## src/rtl/gfsk_fb_pkg.sv

```systemverilog
// ----------------------------------------------------------------------------
// gfsk_fb_pkg
// Shared types, constants and the CRC-16-CCITT byte update for the framer.
// ----------------------------------------------------------------------------
package gfsk_fb_pkg;

  localparam int unsigned QDEPTH = 4;
  localparam int unsigned QAW    = $clog2(QDEPTH);

  localparam logic [15:0] CRC_INIT = 16'hFFFF;
  localparam logic [15:0] CRC_POLY = 16'h1021;

  localparam logic [4:0] PREAMBLE_MAX = 5'd16;

  // Configuration register indexes
  localparam logic [1:0] REG_PREAMBLE_COUNT = 2'd0;
  localparam logic [1:0] REG_PREAMBLE_VALUE = 2'd1;
  localparam logic [1:0] REG_SYNC_PATTERN   = 2'd2;

  localparam logic [4:0]  RST_PREAMBLE_COUNT = 5'd8;
  localparam logic [7:0]  RST_PREAMBLE_VALUE = 8'hAA;
  localparam logic [15:0] RST_SYNC_PATTERN   = 16'h2DD4;

  // One classified body byte on its way from front to back
  typedef struct packed {
    logic [7:0]  body_byte;
    logic [7:0]  frame_type;
    logic        hdr;    // first body byte of a frame: header goes out first
    logic        fin;    // last body byte: CRC trailer follows
    logic [15:0] crc;    // CRC after this byte
  } q_entry_t;

  // Live configuration as seen by the back end
  typedef struct packed {
    logic [4:0]  pre_count;   // already clamped to PREAMBLE_MAX
    logic [7:0]  pre_value;
    logic [15:0] sync;
  } cfg_t;

  typedef enum logic [2:0] {
    PH_IDLE,
    PH_PRE,
    PH_SYNC_HI,
    PH_SYNC_LO,
    PH_TYPE,
    PH_BODY,
    PH_CRC_HI,
    PH_CRC_LO
  } phase_t;

  // MSB-first CRC update over one byte, no reflection
  function automatic logic [15:0] crc_byte(input logic [15:0] crc_in, input logic [7:0] b);
    logic [15:0] c;
    c = crc_in ^ {b, 8'h00};
    for (int i = 0; i < 8; i++) begin
      if (c[15]) begin
        c = {c[14:0], 1'b0} ^ CRC_POLY;
      end else begin
        c = {c[14:0], 1'b0};
      end
    end
    return c;
  endfunction

endpackage

```

## src/rtl/gfsk_fb_front.sv

```systemverilog
// ----------------------------------------------------------------------------
// gfsk_fb_front
// Accept body bytes, mark frame starts and ends, and run the frame CRC.
// ----------------------------------------------------------------------------
module gfsk_fb_front (
  input  logic                  clk,
  input  logic                  rst,
  input  logic                  push,
  output logic                  full,
  input  logic [7:0]            body_byte,
  input  logic [7:0]            frame_type,
  input  logic                  body_final,
  output logic                  q_push,
  output gfsk_fb_pkg::q_entry_t q_entry,
  input  logic                  q_full
);
  import gfsk_fb_pkg::*;

  logic        in_frame;
  logic [15:0] crc;
  logic [15:0] crc_start;
  logic [15:0] crc_after;

  assign full   = q_full;
  assign q_push = push && !q_full;

  // Type byte seeds the CRC on the first body byte of a frame
  assign crc_start = in_frame ? crc : crc_byte(CRC_INIT, frame_type);
  assign crc_after = crc_byte(crc_start, body_byte);

  always_comb begin
    q_entry.body_byte  = body_byte;
    q_entry.frame_type = frame_type;
    q_entry.hdr        = !in_frame;
    q_entry.fin        = body_final;
    q_entry.crc        = crc_after;
  end

  always_ff @(posedge clk) begin
    if (rst) begin
      in_frame <= 1'b0;
      crc      <= CRC_INIT;
    end else if (q_push) begin
      in_frame <= !body_final;
      crc      <= body_final ? CRC_INIT : crc_after;
    end
  end

endmodule

```

## src/rtl/gfsk_fb_queue.sv

```systemverilog
// ----------------------------------------------------------------------------
// gfsk_fb_queue
// Short FIFO of classified body bytes between front and back.
// ----------------------------------------------------------------------------
module gfsk_fb_queue (
  input  logic                  clk,
  input  logic                  rst,
  input  logic                  wr,
  input  gfsk_fb_pkg::q_entry_t wr_entry,
  output logic                  full,
  input  logic                  rd,
  output gfsk_fb_pkg::q_entry_t head,
  output logic                  head_valid
);
  import gfsk_fb_pkg::*;

  q_entry_t          slots [QDEPTH];
  logic [QAW-1:0]    wptr;
  logic [QAW-1:0]    rptr;
  logic [QAW:0]      count;

  assign full       = (count == (QAW+1)'(QDEPTH));
  assign head_valid = (count != '0);
  assign head       = slots[rptr];

  always_ff @(posedge clk) begin
    if (wr) begin
      slots[wptr] <= wr_entry;
    end
  end

  always_ff @(posedge clk) begin
    if (rst) begin
      wptr  <= '0;
      rptr  <= '0;
      count <= '0;
    end else begin
      if (wr) begin
        wptr <= wptr + 1'b1;
      end
      if (rd) begin
        rptr <= rptr + 1'b1;
      end
      case ({wr, rd})
        2'b10:   count <= count + 1'b1;
        2'b01:   count <= count - 1'b1;
        default: count <= count;
      endcase
    end
  end

  a_no_overfill: assert property (@(posedge clk) disable iff (rst)
    count <= (QAW+1)'(QDEPTH)) else $error("queue count above depth");

  a_no_underrun: assert property (@(posedge clk) disable iff (rst)
    rd |-> head_valid) else $error("queue read while empty");

endmodule

```

## src/rtl/gfsk_fb_back.sv

```systemverilog
// ----------------------------------------------------------------------------
// gfsk_fb_back
// Expand each queued body byte into wire bytes and hold them for the consumer.
// ----------------------------------------------------------------------------
module gfsk_fb_back (
  input  logic                  clk,
  input  logic                  rst,
  input  gfsk_fb_pkg::cfg_t     cfg,
  input  gfsk_fb_pkg::q_entry_t head,
  input  logic                  head_valid,
  output logic                  head_pop,
  output logic                  empty,
  input  logic                  pop,
  output logic [7:0]            wire_byte,
  output logic                  run_end,
  output logic                  frame_end
);
  import gfsk_fb_pkg::*;

  phase_t     phase;
  phase_t     phase_next;
  phase_t     cur_ph;
  phase_t     ph_after;
  q_entry_t   cur;
  q_entry_t   src;
  logic [4:0] pre_rem;
  logic [4:0] rem_cur;
  logic       advance;
  logic       out_valid;
  logic [7:0] byte_sel;

  assign empty    = !out_valid;
  assign advance  = (phase != PH_IDLE || head_valid) && (!out_valid || pop);
  assign head_pop = advance && (phase == PH_IDLE);

  // Next state: work from the queue head when idle, else from the held entry
  always_comb begin
    src     = (phase == PH_IDLE) ? head : cur;
    rem_cur = (phase == PH_IDLE) ? cfg.pre_count : pre_rem;
    if (phase == PH_IDLE) begin
      if (head.hdr) begin
        cur_ph = (cfg.pre_count != '0) ? PH_PRE : PH_SYNC_HI;
      end else begin
        cur_ph = PH_BODY;
      end
    end else begin
      cur_ph = phase;
    end
    case (cur_ph)
      PH_PRE:     ph_after = (rem_cur == 5'd1) ? PH_SYNC_HI : PH_PRE;
      PH_SYNC_HI: ph_after = PH_SYNC_LO;
      PH_SYNC_LO: ph_after = PH_TYPE;
      PH_TYPE:    ph_after = PH_BODY;
      PH_BODY:    ph_after = src.fin ? PH_CRC_HI : PH_IDLE;
      PH_CRC_HI:  ph_after = PH_CRC_LO;
      default:    ph_after = PH_IDLE;
    endcase
    phase_next = advance ? ph_after : phase;
  end

  // Outputs: byte for the phase being emitted
  always_comb begin
    case (cur_ph)
      PH_PRE:     byte_sel = cfg.pre_value;
      PH_SYNC_HI: byte_sel = cfg.sync[15:8];
      PH_SYNC_LO: byte_sel = cfg.sync[7:0];
      PH_TYPE:    byte_sel = src.frame_type;
      PH_CRC_HI:  byte_sel = src.crc[15:8];
      PH_CRC_LO:  byte_sel = src.crc[7:0];
      default:    byte_sel = src.body_byte;
    endcase
  end

  always_ff @(posedge clk) begin
    if (rst) begin
      phase     <= PH_IDLE;
      out_valid <= 1'b0;
    end else begin
      phase <= phase_next;
      if (advance) begin
        out_valid <= 1'b1;
      end else if (pop) begin
        out_valid <= 1'b0;
      end
    end
  end

  always_ff @(posedge clk) begin
    if (head_pop) begin
      cur <= head;
    end
    if (advance) begin
      pre_rem   <= rem_cur - 5'd1;
      wire_byte <= byte_sel;
      run_end   <= (ph_after == PH_IDLE);
      frame_end <= (cur_ph == PH_CRC_LO);
    end
  end

  a_frame_end_closes_run: assert property (@(posedge clk) disable iff (rst)
    out_valid && frame_end |-> run_end) else $error("frame end without run end");

  a_pre_count_live: assert property (@(posedge clk) disable iff (rst)
    phase == PH_PRE |-> pre_rem != '0) else $error("preamble phase with no bytes left");

endmodule

```

## src/rtl/gfsk_frame_builder_crc16.sv

```systemverilog
// ----------------------------------------------------------------------------
// gfsk_frame_builder_crc16
// Preamble/sync framer with CRC-16-CCITT trailer (init FFFF, poly 1021).
// ----------------------------------------------------------------------------
//
// Channel   | Handshake              | Payload
// ----------+------------------------+-----------------------------------
// input     | push / full            | body_byte, frame_type, body_final
// result    | empty / pop            | wire_byte, run_end, frame_end
// config    | cfg_write (no wait)    | cfg_index, cfg_data
//
// A pass-through body byte gives one wire byte; the back side emits one wire
// byte per clock while the consumer keeps popping. A frame start adds the
// preamble bytes, the two sync bytes and the type byte as header, and the
// final byte adds two CRC bytes. The front accepts one item per clock until the
// four-entry queue fills. Reset (rst, synchronous) empties the queue and the
// output register and puts the CRC back to FFFF outside a frame.
// ----------------------------------------------------------------------------
module gfsk_frame_builder_crc16 (
  input  logic        clk,
  input  logic        rst,
  input  logic        push,
  output logic        full,
  input  logic [7:0]  body_byte,
  input  logic [7:0]  frame_type,
  input  logic        body_final,
  output logic        empty,
  input  logic        pop,
  output logic [7:0]  wire_byte,
  output logic        run_end,
  output logic        frame_end,
  input  logic        cfg_write,
  input  logic [1:0]  cfg_index,
  input  logic [15:0] cfg_data
);
  import gfsk_fb_pkg::*;

  logic [4:0]  preamble_count;
  logic [7:0]  preamble_value;
  logic [15:0] sync_pattern;
  cfg_t        cfg;

  logic        q_push;
  q_entry_t    q_entry;
  logic        q_full;
  logic        q_pop;
  q_entry_t    q_head;
  logic        q_head_valid;

  // Configuration registers; unknown index drops the write
  always_ff @(posedge clk) begin
    if (rst) begin
      preamble_count <= RST_PREAMBLE_COUNT;
      preamble_value <= RST_PREAMBLE_VALUE;
      sync_pattern   <= RST_SYNC_PATTERN;
    end else if (cfg_write) begin
      case (cfg_index)
        REG_PREAMBLE_COUNT: preamble_count <= cfg_data[4:0];
        REG_PREAMBLE_VALUE: preamble_value <= cfg_data[7:0];
        REG_SYNC_PATTERN:   sync_pattern   <= cfg_data;
        default:            preamble_count <= preamble_count;
      endcase
    end
  end

  // Clamp oversized preamble counts to the maximum
  always_comb begin
    cfg.pre_count = (preamble_count > PREAMBLE_MAX) ? PREAMBLE_MAX : preamble_count;
    cfg.pre_value = preamble_value;
    cfg.sync      = sync_pattern;
  end

  // Front: accept, classify, advance the CRC
  gfsk_fb_front u_front (
    .clk        (clk),
    .rst        (rst),
    .push       (push),
    .full       (full),
    .body_byte  (body_byte),
    .frame_type (frame_type),
    .body_final (body_final),
    .q_push     (q_push),
    .q_entry    (q_entry),
    .q_full     (q_full)
  );

  // Queue: lets front and back stall independently
  gfsk_fb_queue u_queue (
    .clk        (clk),
    .rst        (rst),
    .wr         (q_push),
    .wr_entry   (q_entry),
    .full       (q_full),
    .rd         (q_pop),
    .head       (q_head),
    .head_valid (q_head_valid)
  );

  // Back: expand each entry into wire bytes, hold the result register
  gfsk_fb_back u_back (
    .clk        (clk),
    .rst        (rst),
    .cfg        (cfg),
    .head       (q_head),
    .head_valid (q_head_valid),
    .head_pop   (q_pop),
    .empty      (empty),
    .pop        (pop),
    .wire_byte  (wire_byte),
    .run_end    (run_end),
    .frame_end  (frame_end)
  );

endmodule

```

## config.mk

```make
export PLATFORM = sky130hd
export DESIGN_NAME = gfsk_frame_builder_crc16
export DESIGN_NICKNAME = d
export VERILOG_FILES = /design/src/rtl/gfsk_fb_pkg.sv /design/src/rtl/gfsk_fb_front.sv /design/src/rtl/gfsk_fb_queue.sv /design/src/rtl/gfsk_fb_back.sv /design/src/rtl/gfsk_frame_builder_crc16.sv
export SDC_FILE = /design/constraint.sdc
export NUM_CORES = 1
export LEC_CHECK = 0
export BUFFER_PORTS_ARGS = -buffer_cell sky130_fd_sc_hd__buf_2
export CAP_MARGIN = 15
export CORE_UTILIZATION = 63
export CTS_BUF_LIST = sky130_fd_sc_hd__clkbuf_4 sky130_fd_sc_hd__clkbuf_8
export DETAILED_ROUTE_END_ITERATION = 8
export GPL_ROUTABILITY_DRIVEN = 0
export MAX_ROUTING_LAYER = met4
export PLACE_DENSITY_LB_ADDON = 0.3
export REMOVE_ABC_BUFFERS = 1
export SLEW_MARGIN = 20
export SYNTH_ARGS = -nofsm -noshare
export SYNTH_HDL_FRONTEND = slang
export SYNTH_SLANG_ARGS = --single-unit
```

## constraint.sdc

```tcl
create_clock -name clk -period 5.7 [get_ports clk]
set_input_delay 0.285 -clock clk [delete_from_list [all_inputs] [get_ports clk]]
set_output_delay 0.285 -clock clk [all_outputs]
set_load 0.02 [all_outputs]
```

==> flow_summary.yaml <==
setup_path:
  worstRegToRegCells: 12
  worst-endpoint-required_ps: 6150
  arrival_time_of_the_worst_setup_path_ps: 4670
  crit_start: "u_back.phase[0]$_SDFFE_PP0P_"
  worst_setup_path_start_kind: "flop"
  critical_path.reg2reg.startpoint: "u_back.phase[0]$_SDFFE_PP0P_"
  setup.worst_path.class: "flop to flop"
  endpoint_kind: "flop"
  cp_max_fo: 35
global_route:
  grt_remaining_overflow: 0
  grt_pass1_vias: 6071
  grtUsageMet1_pct: 32.8
  grt_most_used_layer: "met2"
  gr-usage-met3_pct: 4.45
  global_route.usage.met2_pct: 43.8
  grt_first_pass_wirelength_mm: 31.7
  grt_antenna_before_repair: 0
  maximum_number_of_pins_on_one_net_before_global_route_repair: 61
  grt.total_usage_pct: 26.5
synthesis:
  cell_area_after_synthesis_um2: 10100
  most_frequent_cell_after_synthesis: "sky130_fd_sc_hd__edfxtp_1"
  synth_top_cells_by_count: "184 x sky130_fd_sc_hd__edfxtp_1, 59 x sky130_fd_sc_hd__dfxtp_1, 49 x sky130_fd_sc_hd__nand2_1"
  synth.ff_latch_count: 243
  synth_enable_flop_cells: 184
  yosys-top-cells-area: "sky130_fd_sc_hd__edfxtp_1 55%, sky130_fd_sc_hd__dfxtp_1 12%, sky130_fd_sc_hd__mux4_2 7.6%"
  synth_seq_area_share_pct: 66.3
  synthesis.instances: 688
  postSynth.asyncResetShare_pct: 0
  synth_top_area_cell: "sky130_fd_sc_hd__edfxtp_1"
  postSynthAreaPerCell_um2: 14.7
  synthesis.yosys.warnings: 0
  yosysTopAreaCellShare_pct: 54.6
  synth_flop_cell: "sky130_fd_sc_hd__edfxtp_1"
  ys_types: 50
clock_tree:
  clock-sinks: 243
  clk_pin_slew_worst_paths_ps: 60
  post_cts_resized: 0
  clk_root_buffer_cell: "sky130_fd_sc_hd__clkbuf_8"
  cts_hold_repair.buffers: 13
  cts-root-to-sink-buffers: 3
  tritoncts_clock_tree: "built"
  clock_latency_late_sink_ps: 530
  h-tree-depth: 2
  cts_buffers: 39
  post_cts_buffers: 0
run_status:
  status: "completed"
timing:
  max_freq_mhz: 237
  final.setup.worst_slack_ps: 1480
  finalMaxSlewViolations: 0
  setup-violations-final: 0
  timing_hold_violations_final: 0
  final_min_period_over_clock_period_pct: 74.0
  tightestPinTransition_ps: 1090
  worst_case_headroom_to_the_max_slew_limit_pct: 26.5
  grt_setup_unrepaired: "no"
  fin_skew_ps: 17.3
  min_period_ps: 4220
  setup-tns-final_ps: 0
cells_and_area:
  antenna-diode-count: 0
  layoutNonFillerInstCount: 1001
  fin_util_pct: 74.2
  area_growth_syn_to_layout_pct: 13.2
  final_nets: 808
  drive_gt1_share_pct: 22.2
  final_instance_area_um2: 11500
route:
  vias: 6034
  detail_route.first_pass.iterations: 5
  avgViaCountPerCell: 6.03
  drt.antenna.violating_nets: 0
  drcViolationCount: 0
  route.final.wire_length_mm: 20.1
  wl_per_cell_um: 20.1
  drt_iter0_drc: 639
power_and_ir_drop:
  leakagePower_nw: 4.05
  vdd_drop_max_uv: 382
  powerDensity_nw_per_um2: 497
floorplanning:
  die_height_um: 129
  io_pins: 52
  fp-row-count: 45
  die_w_um: 129
  floorplan.die_area_um2: 16600
  start_util_pct: 65.6
  core_um2: 15400
placed_design:
  placed_cell_area_um2: 10500
  dpl_worst_slack_ps: 1550
  io_buffer_count: 51
  place_hpwl_mm: 12.7
  placedCellCount: 917
hold_path:
  hold_path_depth: 3
  hold_path.startpoint: "cfg_data[2]"
  min-delay-path-class: "input port to flop"
job:
  drv_cap: 0
[cells in the final DEF (no fill, tap or decap), types with 12 or more instances in the layout]
master / synthesis / final
sky130_fd_sc_hd__nand2_1: 49 / 49
sky130_fd_sc_hd__dfxtp_1: 59 / 58
sky130_fd_sc_hd__a21oi_1: 24 / 24
sky130_fd_sc_hd__nor3_1: 15 / 15
sky130_fd_sc_hd__mux4_2: 34 / 34
sky130_fd_sc_hd__o21ai_0: 19 / 19
sky130_fd_sc_hd__inv_1: 14 / 14
sky130_fd_sc_hd__xnor2_1: 23 / 23
sky130_fd_sc_hd__edfxtp_1: 184 / 184
sky130_fd_sc_hd__mux2i_1: 25 / 25
sky130_fd_sc_hd__clkbuf_8: 0 / 40
sky130_fd_sc_hd__dlygate4sd3_1: 0 / 13
sky130_fd_sc_hd__nor2_1: 48 / 48
sky130_fd_sc_hd__buf_2: 8 / 51
sky130_fd_sc_hd__clkinv_1: 2 / 12
[worst max-delay path, cell delays in order (launching register included)]
cell and delay (ps):
sky130_fd_sc_hd__dfxtp_1 930, sky130_fd_sc_hd__or3_1 620, sky130_fd_sc_hd__nor4_1 150, sky130_fd_sc_hd__nor2b_2 130, sky130_fd_sc_hd__buf_4 280, sky130_fd_sc_hd__nor2b_4 200
sky130_fd_sc_hd__buf_4 410, sky130_fd_sc_hd__ha_1 280, sky130_fd_sc_hd__inv_1 80, sky130_fd_sc_hd__fa_1 440, sky130_fd_sc_hd__xor2_1 160, sky130_fd_sc_hd__or3_1 310
sky130_fd_sc_hd__a21oi_1 150
[per-stage QoR]
step	power [mW]	hold slack [ps]
3_3_place_gp	4.14	442
2_1_floorplan	3.73	354
3_5_place_dp	4.23	456
4_1_cts	5.72	0.835
5_1_grt	5.98	7.13
6_report	5.69	25.6
[final cells by class]
cell class,count,area (µm²)
clock inverter,20,145
sequential,243,6710
tap,211,264
fill,980,3980
multi-input combinational,385,3170
inverter,16,60.1
clock buffer,51,633
timing repair buffer,75,468
[per-layer routing]
| metal | wire length, µm | vias up | share of wire [%] |
|---|---|---|---|
| met5 | 0 | - | 0 |
| li1 | - | 2744 | - |
| met3 | 1220 | 49 | 6.0 |
| met2 | 10200 | 252 | 51 |
| met4 | 527 | 0 | 2.6 |
| met1 | 8230 | 2989 | 41 |
[power breakdown]
part	total, mW	leakage [nW]	switching [mW]	internal, mW
sequential	2.65	2.19	0.161	2.48
combinational	1.57	1.44	0.964	0.607
clock	1.47	0.415	0.652	0.822
total	5.69	4.05	1.78	3.91
[flip-flops by register name, summed over array words and instances (netlist names), 2 cells and up, named ones only]
| name | flops |
|---|---|
| u_back.pre_rem | 5 |
| u_front.crc | 16 |
| u_queue.count | 3 |
| preamble_count | 5 |
| u_queue.wptr | 2 |
| preamble_value | 8 |
| sync_pattern | 16 |
| u_queue.rptr | 2 |
| u_queue.slots | 136 |
| u_back.wire_byte | 8 |
| u_back.phase | 3 |
| u_back.cur | 33 |
[cell families after synthesis]
logic type      Yosys count  synth area share [%]
mux                      67                  10.9
buf+inv                  60                  2.47
compound gates           96                  6.49
xor+xnor                 41                  4.52
flops                   243                  66.3
fa+ha+maj                 8                  1.06
simple gates            173                  8.26
[path summary, 6_finish.rpt]
| path | to | slack, ps |
|---|---|---|
| hold / removal | sync_pattern[2]$_SDFFE_PP1P_ | 30 |
| setup reg to reg | u_queue.count[2]$_SDFFE_PP0P_ | 1480 |
| hold reg to reg | sync_pattern[14]$_SDFFE_PP0P_ | 470 |
| setup / recovery | u_queue.count[2]$_SDFFE_PP0P_ | 1480 |
Note: power is estimated with default switching activity, not from simulation.
